==> src/hw/rtl/i2cms_pkg.sv <==
`timescale 1ns / 1ps
// Shared types, codes and address helpers for the I2C master event sequencer.
// No dependencies; every other source file but i2cms_if imports this package.
package i2cms_pkg;

  typedef enum logic [1:0] {
    MODE_IDLE = 2'd0,
    MODE_TX   = 2'd1,
    MODE_RX   = 2'd2
  } mode_t;

  typedef enum logic [1:0] {
    OP_START_WR = 2'd0,
    OP_START_RD = 2'd1,
    OP_BUS_EVT  = 2'd2,
    OP_ERR_EVT  = 2'd3
  } opcode_t;

  localparam logic [2:0] ERR_BUS      = 3'd0;
  localparam logic [2:0] ERR_ACK_FAIL = 3'd1;
  localparam logic [2:0] ERR_OVERRUN  = 3'd2;
  localparam logic [2:0] ERR_TIMEOUT  = 3'd3;
  localparam logic [2:0] ERR_NONE     = 3'd4;

  // event flag bit positions
  localparam int FLAG_START    = 0;
  localparam int FLAG_ADDR     = 1;
  localparam int FLAG_HEADER   = 3;
  localparam int FLAG_RX_FULL  = 6;
  localparam int FLAG_TX_EMPTY = 7;
  localparam int FLAG_BUS_ERR  = 8;
  localparam int FLAG_ACK_FAIL = 10;
  localparam int FLAG_OVERRUN  = 11;
  localparam int FLAG_TIMEOUT  = 14;

  localparam logic REG_TEN_BIT     = 1'b0;
  localparam logic REG_TARGET_ADDR = 1'b1;

  localparam logic [7:0] HEADER_BASE = 8'hF0;

  typedef struct packed {
    logic [1:0]  opcode;
    logic [7:0]  byte_count;
    logic [15:0] event_flags;
    logic [7:0]  tx_byte;
    logic [7:0]  rx_byte;
  } item_t;

  typedef struct packed {
    logic       rejected;
    logic       dr_write;
    logic [7:0] dr_value;
    logic       start_req;
    logic       stop_req;
    logic       ack_enable;
    logic       bus_enable;
    logic       tx_taken;
    logic       rx_valid;
    logic [7:0] rx_data;
    logic [1:0] mode_now;
    logic [2:0] fault_code;
  } result_t;

  typedef struct packed {
    logic       ten_bit_mode;
    logic [9:0] target_address;
  } cfg_t;

  // 10-bit header: 11110 A9 A8 R/W
  function automatic logic [7:0] header_byte(logic [9:0] addr, logic rw);
    header_byte = HEADER_BASE | {5'd0, addr[9:8], rw};
  endfunction

  function automatic logic [7:0] first_address_byte(logic ten_bit, logic [9:0] addr,
                                                    logic rw);
    if (ten_bit) begin
      first_address_byte = header_byte(addr, 1'b0);
    end else begin
      first_address_byte = {addr[6:0], rw};
    end
  endfunction

endpackage

==> src/hw/rtl/i2cms_if.sv <==
`timescale 1ns / 1ps
// Valid/ready channel interfaces: event items in, results out, register writes.
// Imports nothing; its widths are kept in step with i2cms_pkg by hand.
interface i2cms_item_if;
  logic        valid;
  logic        ready;
  logic [1:0]  opcode;
  logic [7:0]  byte_count;
  logic [15:0] event_flags;
  logic [7:0]  tx_byte;
  logic [7:0]  rx_byte;
  modport source (output valid, opcode, byte_count, event_flags, tx_byte, rx_byte,
                  input ready);
  modport sink (input valid, opcode, byte_count, event_flags, tx_byte, rx_byte,
                output ready);
endinterface

interface i2cms_result_if;
  logic       valid;
  logic       ready;
  logic       rejected;
  logic       dr_write;
  logic [7:0] dr_value;
  logic       start_req;
  logic       stop_req;
  logic       ack_enable;
  logic       bus_enable;
  logic       tx_taken;
  logic       rx_valid;
  logic [7:0] rx_data;
  logic [1:0] mode_now;
  logic [2:0] fault_code;
  modport source (output valid, rejected, dr_write, dr_value, start_req, stop_req,
                  ack_enable, bus_enable, tx_taken, rx_valid, rx_data, mode_now,
                  fault_code, input ready);
  modport sink (input valid, rejected, dr_write, dr_value, start_req, stop_req,
                ack_enable, bus_enable, tx_taken, rx_valid, rx_data, mode_now,
                fault_code, output ready);
endinterface

interface i2cms_cfg_if;
  logic       valid;
  logic       ready;
  logic       index;
  logic [9:0] data;
  modport source (output valid, index, data, input ready);
  modport sink (input valid, index, data, output ready);
endinterface

==> src/hw/rtl/i2cms_cfg_regs.sv <==
`timescale 1ns / 1ps
// Configuration registers: addressing mode and target address.
// Depends on i2cms_pkg and i2cms_cfg_if.
module i2cms_cfg_regs
  import i2cms_pkg::*;
(
  input  logic        clk,
  input  logic        rst,
  i2cms_cfg_if.sink   cfg,
  output cfg_t        cfg_q
);

  logic       ten_bit_mode;
  logic [9:0] target_address;

  assign cfg.ready = 1'b1;

  always_ff @(posedge clk) begin
    if (rst) begin
      ten_bit_mode   <= 1'b0;
      target_address <= '0;
    end else if (cfg.valid) begin
      case (cfg.index)
        REG_TEN_BIT:     ten_bit_mode   <= cfg.data[0];
        REG_TARGET_ADDR: target_address <= cfg.data;
        default: ;
      endcase
    end
  end

  assign cfg_q = '{ten_bit_mode: ten_bit_mode, target_address: target_address};

endmodule

==> src/hw/rtl/i2cms_seq_core.sv <==
`timescale 1ns / 1ps
// Transaction state and per-item decode: one item per step, result is combinational.
// Depends on i2cms_pkg.
module i2cms_seq_core
  import i2cms_pkg::*;
(
  input  logic    clk,
  input  logic    rst,
  input  logic    step,
  input  item_t   item,
  input  cfg_t    cfg_q,
  output result_t res
);

  mode_t      mode, mode_next;
  logic [7:0] remaining, remaining_next;
  logic       restart_done, restart_done_next;
  logic       ack_level, ack_level_next;
  logic       enable_level, enable_level_next;
  logic [7:0] rem_dec;

  assign rem_dec = remaining - 8'd1;

  always_comb begin
    mode_next         = mode;
    remaining_next    = remaining;
    restart_done_next = restart_done;
    ack_level_next    = ack_level;
    enable_level_next = enable_level;
    res               = '0;
    res.fault_code    = ERR_NONE;

    case (opcode_t'(item.opcode))
      OP_START_WR, OP_START_RD: begin
        if (mode != MODE_IDLE) begin
          res.rejected = 1'b1;
        end else begin
          enable_level_next = 1'b1;
          res.start_req     = 1'b1;
          remaining_next    = item.byte_count;
          restart_done_next = 1'b0;
          if (opcode_t'(item.opcode) == OP_START_WR) begin
            mode_next = MODE_TX;
          end else begin
            mode_next      = MODE_RX;
            ack_level_next = 1'b1;
          end
        end
      end
      OP_BUS_EVT: begin
        case (mode)
          MODE_TX: begin
            if (item.event_flags[FLAG_START]) begin
              res.dr_write = 1'b1;
              res.dr_value = first_address_byte(cfg_q.ten_bit_mode,
                                                cfg_q.target_address, 1'b0);
            end else if (item.event_flags[FLAG_HEADER]) begin
              res.dr_write = 1'b1;
              res.dr_value = cfg_q.target_address[7:0];
            end else if (item.event_flags[FLAG_ADDR]) begin
              // address phase done, wait for tx empty
            end else if (item.event_flags[FLAG_TX_EMPTY]) begin
              if (remaining == '0) begin
                res.stop_req      = 1'b1;
                enable_level_next = 1'b0;
                mode_next         = MODE_IDLE;
              end else begin
                remaining_next = rem_dec;
                res.dr_write   = 1'b1;
                res.dr_value   = item.tx_byte;
                res.tx_taken   = 1'b1;
              end
            end
          end
          MODE_RX: begin
            if (item.event_flags[FLAG_START]) begin
              res.dr_write = 1'b1;
              res.dr_value = restart_done
                ? header_byte(cfg_q.target_address, 1'b1)
                : first_address_byte(cfg_q.ten_bit_mode, cfg_q.target_address, 1'b1);
            end else if (item.event_flags[FLAG_HEADER]) begin
              res.dr_write = 1'b1;
              res.dr_value = cfg_q.target_address[7:0];
            end else if (item.event_flags[FLAG_ADDR]) begin
              // 10-bit read turns the bus around with a repeated start
              if (!restart_done && cfg_q.ten_bit_mode) begin
                res.start_req     = 1'b1;
                restart_done_next = 1'b1;
              end else if (remaining == 8'd1) begin
                ack_level_next = 1'b0;
              end
            end else if (item.event_flags[FLAG_RX_FULL]) begin
              res.rx_valid   = 1'b1;
              res.rx_data    = item.rx_byte;
              remaining_next = rem_dec;
              if (rem_dec < 8'd2) begin
                ack_level_next    = 1'b0;
                res.stop_req      = 1'b1;
                restart_done_next = 1'b0;
                mode_next         = MODE_IDLE;
                enable_level_next = 1'b0;
              end
            end
          end
          default: ;
        endcase
      end
      default: begin
        if (item.event_flags[FLAG_BUS_ERR]) begin
          res.fault_code = ERR_BUS;
        end else if (item.event_flags[FLAG_ACK_FAIL]) begin
          res.fault_code = ERR_ACK_FAIL;
        end else if (item.event_flags[FLAG_OVERRUN]) begin
          res.fault_code = ERR_OVERRUN;
        end else if (item.event_flags[FLAG_TIMEOUT]) begin
          res.fault_code = ERR_TIMEOUT;
        end
        enable_level_next = 1'b0;
        mode_next         = MODE_IDLE;
        restart_done_next = 1'b0;
      end
    endcase

    res.ack_enable = ack_level_next;
    res.bus_enable = enable_level_next;
    res.mode_now   = mode_next;
  end

  always_ff @(posedge clk) begin
    if (rst) begin
      mode         <= MODE_IDLE;
      remaining    <= '0;
      restart_done <= 1'b0;
      ack_level    <= 1'b0;
      enable_level <= 1'b0;
    end else if (step) begin
      mode         <= mode_next;
      remaining    <= remaining_next;
      restart_done <= restart_done_next;
      ack_level    <= ack_level_next;
      enable_level <= enable_level_next;
    end
  end

  // bus enable tracks an open transaction
  a_enable_matches_mode: assert property (@(posedge clk) disable iff (rst)
    (mode == MODE_IDLE) == !enable_level)
    else $error("enable level out of step with mode");

  a_error_forces_idle: assert property (@(posedge clk) disable iff (rst)
    step && opcode_t'(item.opcode) == OP_ERR_EVT |=> mode == MODE_IDLE && !restart_done)
    else $error("error event did not force idle");

  a_reject_keeps_state: assert property (@(posedge clk) disable iff (rst)
    step && res.rejected |=> $stable(mode) && $stable(remaining) && $stable(ack_level))
    else $error("rejected start changed state");

  a_restart_only_rx: assert property (@(posedge clk) disable iff (rst)
    restart_done |-> mode == MODE_RX)
    else $error("restart flag set outside a read");

endmodule

==> src/hw/rtl/i2c_master_event_sequencer.sv <==
`timescale 1ns / 1ps
// I2C master event sequencer top level: input register, decode core, result register.
// An accepted item is held in the input register, decoded, and its result registered in the result register.
// Throughput: one item per cycle while results are taken; the input register and result
// register form a two-deep pipeline, and a stalled result closes input once s1 is full.
// Reset (rst, synchronous): mode idle, counters, levels and config cleared, no results.
// Depends on i2cms_pkg, i2cms_if, i2cms_cfg_regs and i2cms_seq_core.
module i2c_master_event_sequencer
  import i2cms_pkg::*;
(
  input  logic           clk,
  input  logic           rst,
  i2cms_item_if.sink     item,
  i2cms_result_if.source result,
  i2cms_cfg_if.sink      cfg
);

  cfg_t    cfg_q;
  item_t   s1_item;
  logic    s1_valid;
  logic    s1_ready;
  logic    advance;
  logic    step;
  result_t res;
  result_t res_reg;
  logic    res_valid;

  i2cms_cfg_regs u_cfg (
    .clk   (clk),
    .rst   (rst),
    .cfg   (cfg),
    .cfg_q (cfg_q)
  );

  i2cms_seq_core u_core (
    .clk   (clk),
    .rst   (rst),
    .step  (step),
    .item  (s1_item),
    .cfg_q (cfg_q),
    .res   (res)
  );

  // result register free, or being drained this cycle
  assign advance    = !res_valid || result.ready;
  assign step       = s1_valid && advance;
  assign s1_ready   = !s1_valid || advance;
  assign item.ready = s1_ready;

  always_ff @(posedge clk) begin
    if (rst) begin
      s1_valid  <= 1'b0;
      res_valid <= 1'b0;
    end else begin
      if (s1_ready) begin
        s1_valid <= item.valid;
      end
      if (advance) begin
        res_valid <= s1_valid;
      end
    end
  end

  always_ff @(posedge clk) begin
    if (item.valid && s1_ready) begin
      s1_item <= '{opcode: item.opcode, byte_count: item.byte_count,
                   event_flags: item.event_flags, tx_byte: item.tx_byte,
                   rx_byte: item.rx_byte};
    end
    if (step) begin
      res_reg <= res;
    end
  end

  assign result.valid      = res_valid;
  assign result.rejected   = res_reg.rejected;
  assign result.dr_write   = res_reg.dr_write;
  assign result.dr_value   = res_reg.dr_value;
  assign result.start_req  = res_reg.start_req;
  assign result.stop_req   = res_reg.stop_req;
  assign result.ack_enable = res_reg.ack_enable;
  assign result.bus_enable = res_reg.bus_enable;
  assign result.tx_taken   = res_reg.tx_taken;
  assign result.rx_valid   = res_reg.rx_valid;
  assign result.rx_data    = res_reg.rx_data;
  assign result.mode_now   = res_reg.mode_now;
  assign result.fault_code = res_reg.fault_code;

endmodule

==> src/flat_wrapper.sv <==
// flat-port wrapper written by rule: the top's interface ports become plain ports
module i2c_master_event_sequencer_flat import i2cms_pkg::*;
  (clk, rst, item_valid, item_opcode, item_byte_count, item_event_flags, item_tx_byte, item_rx_byte, item_ready, result_valid, result_rejected, result_dr_write, result_dr_value, result_start_req, result_stop_req, result_ack_enable, result_bus_enable, result_tx_taken, result_rx_valid, result_rx_data, result_mode_now, result_fault_code, result_ready, cfg_valid, cfg_index, cfg_data, cfg_ready);
  i2cms_item_if item_i ();
  i2cms_result_if result_i ();
  i2cms_cfg_if cfg_i ();
  input  logic clk;
  input  logic rst;
  input wire logic [$bits(item_i.valid)-1:0] item_valid;
  input wire logic [$bits(item_i.opcode)-1:0] item_opcode;
  input wire logic [$bits(item_i.byte_count)-1:0] item_byte_count;
  input wire logic [$bits(item_i.event_flags)-1:0] item_event_flags;
  input wire logic [$bits(item_i.tx_byte)-1:0] item_tx_byte;
  input wire logic [$bits(item_i.rx_byte)-1:0] item_rx_byte;
  output wire logic [$bits(item_i.ready)-1:0] item_ready;
  output wire logic [$bits(result_i.valid)-1:0] result_valid;
  output wire logic [$bits(result_i.rejected)-1:0] result_rejected;
  output wire logic [$bits(result_i.dr_write)-1:0] result_dr_write;
  output wire logic [$bits(result_i.dr_value)-1:0] result_dr_value;
  output wire logic [$bits(result_i.start_req)-1:0] result_start_req;
  output wire logic [$bits(result_i.stop_req)-1:0] result_stop_req;
  output wire logic [$bits(result_i.ack_enable)-1:0] result_ack_enable;
  output wire logic [$bits(result_i.bus_enable)-1:0] result_bus_enable;
  output wire logic [$bits(result_i.tx_taken)-1:0] result_tx_taken;
  output wire logic [$bits(result_i.rx_valid)-1:0] result_rx_valid;
  output wire logic [$bits(result_i.rx_data)-1:0] result_rx_data;
  output wire logic [$bits(result_i.mode_now)-1:0] result_mode_now;
  output wire logic [$bits(result_i.fault_code)-1:0] result_fault_code;
  input wire logic [$bits(result_i.ready)-1:0] result_ready;
  input wire logic [$bits(cfg_i.valid)-1:0] cfg_valid;
  input wire logic [$bits(cfg_i.index)-1:0] cfg_index;
  input wire logic [$bits(cfg_i.data)-1:0] cfg_data;
  output wire logic [$bits(cfg_i.ready)-1:0] cfg_ready;
  assign item_i.valid = item_valid;
  assign item_i.opcode = item_opcode;
  assign item_i.byte_count = item_byte_count;
  assign item_i.event_flags = item_event_flags;
  assign item_i.tx_byte = item_tx_byte;
  assign item_i.rx_byte = item_rx_byte;
  assign item_ready = item_i.ready;
  assign result_valid = result_i.valid;
  assign result_rejected = result_i.rejected;
  assign result_dr_write = result_i.dr_write;
  assign result_dr_value = result_i.dr_value;
  assign result_start_req = result_i.start_req;
  assign result_stop_req = result_i.stop_req;
  assign result_ack_enable = result_i.ack_enable;
  assign result_bus_enable = result_i.bus_enable;
  assign result_tx_taken = result_i.tx_taken;
  assign result_rx_valid = result_i.rx_valid;
  assign result_rx_data = result_i.rx_data;
  assign result_mode_now = result_i.mode_now;
  assign result_fault_code = result_i.fault_code;
  assign result_i.ready = result_ready;
  assign cfg_i.valid = cfg_valid;
  assign cfg_i.index = cfg_index;
  assign cfg_i.data = cfg_data;
  assign cfg_ready = cfg_i.ready;
  i2c_master_event_sequencer u_core (.clk(clk), .rst(rst), .item(item_i), .result(result_i), .cfg(cfg_i));
endmodule
==> config.mk <==
export PLATFORM = sky130hd
export DESIGN_NAME = i2c_master_event_sequencer_flat
export DESIGN_NICKNAME = d
export VERILOG_FILES = /design/src/hw/rtl/i2cms_pkg.sv /design/src/hw/rtl/i2cms_if.sv /design/src/hw/rtl/i2cms_cfg_regs.sv /design/src/hw/rtl/i2cms_seq_core.sv /design/src/hw/rtl/i2c_master_event_sequencer.sv /design/src/flat_wrapper.sv
export SDC_FILE = /design/constraint.sdc
export NUM_CORES = 1
export LEC_CHECK = 0
export ABC_AREA = 1
export BUFFER_PORTS_ARGS = -buffer_cell sky130_fd_sc_hd__clkbuf_2
export CAP_MARGIN = 10
export CELL_PAD_IN_SITES_DETAIL_PLACEMENT = 2
export CELL_PAD_IN_SITES_GLOBAL_PLACEMENT = 2
export CORE_MARGIN = 5
export CORE_UTILIZATION = 25
export CTS_CLUSTER_SIZE = 12
export DETAILED_ROUTE_END_ITERATION = 6
export PLACE_DENSITY_LB_ADDON = 0.1
export SLEW_MARGIN = 20
export SYNTH_ARGS = -nofsm -noshare
export SYNTH_HDL_FRONTEND = slang
export SYNTH_SLANG_ARGS = --single-unit
export TNS_END_PERCENT = 20
==> constraint.sdc <==
create_clock -name clk -period 2 [get_ports clk]
set_clock_uncertainty 0.15 [all_clocks]
set_input_delay 0.2 -clock clk [delete_from_list [all_inputs] [get_ports clk]]
set_output_delay 0.2 -clock clk [all_outputs]
set_load 0.02 [all_outputs]
==> flow_summary.ini <==
[pwr]
power_leakage_nw = 2.51
power_frac_comb_pct = 16.0
p_per_area_mw_per_mm2 = 788
seqPwrFrac_pct = 46.7
switching_share_pct = 26.3
total_power_w = 0.00462
intPower_w = 0.00340
p_switching_w = 0.00121
peakVddDrop_uv = 392
p_clk_share_pct = 37.3

[floorplan]
die-area_mm2 = 0.0187
coreArea_mm2 = 0.0158
rows = 46
die_y_um = 137
initial_utilization_pct = 25.4
die_w_um = 137
ioPinCount = 90

[placed_design]
place_congestion = 0.765
placed_area_mm2 = 0.00492
place_inst = 743
dp_hpwl_um = 9080
io_buffers = 81

[drt]
route.layer.met1.wl_um = 5420
drc = 0
drt.antenna.violating_nets = 0
top_layer = met4
wl_met2_um = 6560
vias = 3519
drt_iter0_drc = 107
dr_wl_met3_um = 424
first_pass_iters = 4
wl_per_cell_um = 15.6
wl_um = 12600
via_per_inst = 4.34

[timing]
maxSlewViolCount = 0
period_needed_ns = 2.04
hold_viol = 0
worstMarginPinSlew_ns = 0.639
rsz0062_at_grt = true
fin_crit_sh_pct = 102
fin_ws_ns = -0.0371
fmax_mhz = 491
slew_headroom_pct = 57.3
setup-violations-final = 1
hold_ws_ns = 0.0102

[critical_path]
critPathArrivalTime_ns = 1.98
max_stage_delay_ns = 0.33
end_kind = flip-flop
critPathMostFrequentCell = nand2_2
cp_max_fo = 3
critical_path_class = reg -> reg
startpoint_type = flip-flop
crit_slowest_cell = dfxtp_2
required_ns = 1.94
r2r_setup_slack_ns = -0.04
critPathBufInv = 1
path_delay_family = simple AND/OR/NAND/NOR gates
path_cells = buf_4, nor2_4, nand2_2, o21ai_1, nand2_1, nor2_2, nand4_1, nand2_1, nand2_2, nand2_2, o211ai_1

[clocking]
htreeDepth = 3
clk_pin_slew_ns = 0.07
worstSkewPairLatency_ns = 0.35
cts_tree = yes
clock_sinks = 90
cts_root_buf = clkbuf_16
cts.path.max_buffers = 2
cts_buffers = 9

[synthesis]
syn_nets = 483
ys_ff_latch = 90
syn_inst = 420
async_reset_ff_share_pct = 0
yosys_warnings = 0
syn_area_per_cell_um2 = 9.56
synth_edf_count = 64
ys_dominant_reg_cell = edfxtp_1
yosys.area.top_type = edfxtp_1
synthTopCellsByArea = edfxtp_1 (48%), dfxtp_1 (13%), nand2_1 (6.2%), inv_1 (5.0%), o21ai_0 (5.0%)
syn-cell-area_mm2 = 0.00402
ys_types = 36
synth_seq_area_share_pct = 60.8
synth_top_cell_area_share_pct = 47.9

[finish]
drive_gt1_share_pct = 29.5
nNetsFinal = 653
final_cells = 810
areaGrowthSynthToFinish_pct = 45.8
finalInstanceArea_mm2 = 0.00586
n_antenna_cell = 0
fillCellCount = 1766

[grt]
grt_usage_pct = 13.8
grt_max_degree = 36
antenna_found_initial = 0
grt_pass1_wl_um = 19700
grt_pass1_vias = 3909
grt_overflow = 0

[hold_path]
hold_class = in -> reg

[status]
violations = negative setup slack
outcome = complete, but fails checks

[job]
drv_cap = 0
-- stage by stage --
| step | util (%) | setup TNS (ns) | setup slack [ns] |
|---|---|---|---|
| floorplan | - | 0 | 0.0310 |
| global placement | 31.1 | -0.220 | -0.0694 |
| detailed placement | 31.1 | -0.776 | -0.119 |
| CTS | 36.1 | 0 | 0.00777 |
| global route | 37.0 | -0.885 | -0.105 |
| finish | 37.0 | -0.0371 | -0.0371 |
-- sequential cells by signal, summed over array words and instances, names as in the netlist, 2 cells and up --
name,count
u_core.result.mode_now,2
u_core.result.rx_data,8
u_core.s1_item,35
u_core.u_cfg.target_address,10
u_core.result.dr_value,8
u_core.u_core.remaining,8
u_core.u_core.mode,2
u_core.result.fault_code,3
-- cells by family (layout without fill, tap and decap cells) --
logic type,count (synthesis),in the layout,synth area share [%]
AOI/OAI and AO/OA,88,88,11.5
xor gates and xnor gates,1,1,0.218
adders and majority gates,5,5,1.56
buffers and inverters,65,239,6.73
DFF,90,90,60.8
other,1,1,0.0934
and+or+nand+nor,170,170,19.1
-- final cells by class --
type                            instances  area [µm²]  area share, %
Tap cell                              216         270           4.61
Clock buffer                            9         225           3.85
Clock inverter                          6        68.8           1.17
Sequential cell                        90        2450           41.8
Multi-Input combinational cell        265        1430           24.3
Inverter                               57         221           3.78
Timing Repair Buffer                  167        1200           20.4
-- routing by layer --
layer  vias to the layer above  global-route usage, %
met2                        50                   24.9
met4                         0                   5.04
met5                         -                      0
li1                       1756                      -
met3                        12                   2.65
met1                      1701                   16.3
-- cell usage after synthesis, types with 3 or more instances --
cell and instances:
nand2_4 3, o22ai_1 4, a21oi_1 33, o21ai_1 5, nand2_1 66, edfxtp_1 64
clkbuf_1 4, nor3_1 4, dfxtp_1 26, o21ai_0 40, nor2_1 53, ha_1 5
nand3_1 27, nor2_2 4, inv_1 54, nand4_1 5
-- power by group through the flow --
stage,sequential (W),combinational [W],clock (W)
after floorplan,0.00221,0.000301,0
after global placement,0.00219,0.000578,0
after detailed placement,0.00219,0.000594,0
after CTS,0.00216,0.000694,0.00178
after global routing,0.00217,0.000817,0.00186
final,0.00216,0.000740,0.00172
-- final timing paths --
path | endpoint | startpoint | cells past startpoint
hold / removal | u_core.result.valid | result_ready | 4
setup reg to reg | u_core.result.mode_now[0] | u_core.u_core.remaining[1] | 11
setup / recovery | u_core.result.mode_now[0] | u_core.u_core.remaining[1] | 11
hold reg to reg | u_core.u_cfg.target_address[3] | u_core.u_cfg.target_address[3] | 2
-- tightest hold or removal path, stage by stage --
cell	delay [ns]
clkbuf_2	0.07
inv_1	0.04
nand2_1	0.07
a21oi_1	0.07
-- timing repair --
| action | 4_1_cts | 5_1_grt |
|---|---|---|
| pin swaps | 3 | 17 |
| gates resized for setup | 11 | 29 |
| hold buffers | 44 | 0 |
| endpoints found under the hold margin | 44 | 0 |
| endpoints found under the setup margin | 17 | 19 |
| gates cloned | 0 | 0 |
| setup buffers | 2 | 6 |
-- layout by cell type, fill, tap and decap left out, types with 2 or more instances in the layout --
| cell type | synthesis | layout |
|---|---|---|
| nand2_1 | 66 | 63 |
| clkbuf_2 | 0 | 81 |
| dfxtp_1 | 26 | 23 |
| clkbuf_16 | 0 | 9 |
| nand3_1 | 27 | 23 |
| buf_4 | 1 | 37 |
| nand3_2 | 1 | 5 |
| nor2_4 | 0 | 4 |
| or2_2 | 2 | 2 |
| o22ai_1 | 4 | 4 |
| nor3_1 | 4 | 4 |
| nand4_1 | 5 | 5 |
| o21ai_1 | 5 | 6 |
| dfxtp_2 | 0 | 2 |
| o21ai_0 | 40 | 38 |
| buf_6 | 1 | 3 |
| nor2_2 | 4 | 5 |
| buf_12 | 0 | 2 |
| a32oi_1 | 2 | 2 |
| a21oi_1 | 33 | 32 |
| edfxtp_1 | 64 | 64 |
| ha_1 | 5 | 3 |
| nand2_2 | 1 | 3 |
| clkinv_4 | 0 | 3 |
| dlygate4sd3_1 | 0 | 44 |
| a31oi_1 | 2 | 2 |
| nor2_1 | 53 | 48 |
| inv_2 | 1 | 2 |
| inv_1 | 54 | 53 |
| nand2_4 | 3 | 3 |
Power figures use the tool's default switching activity.
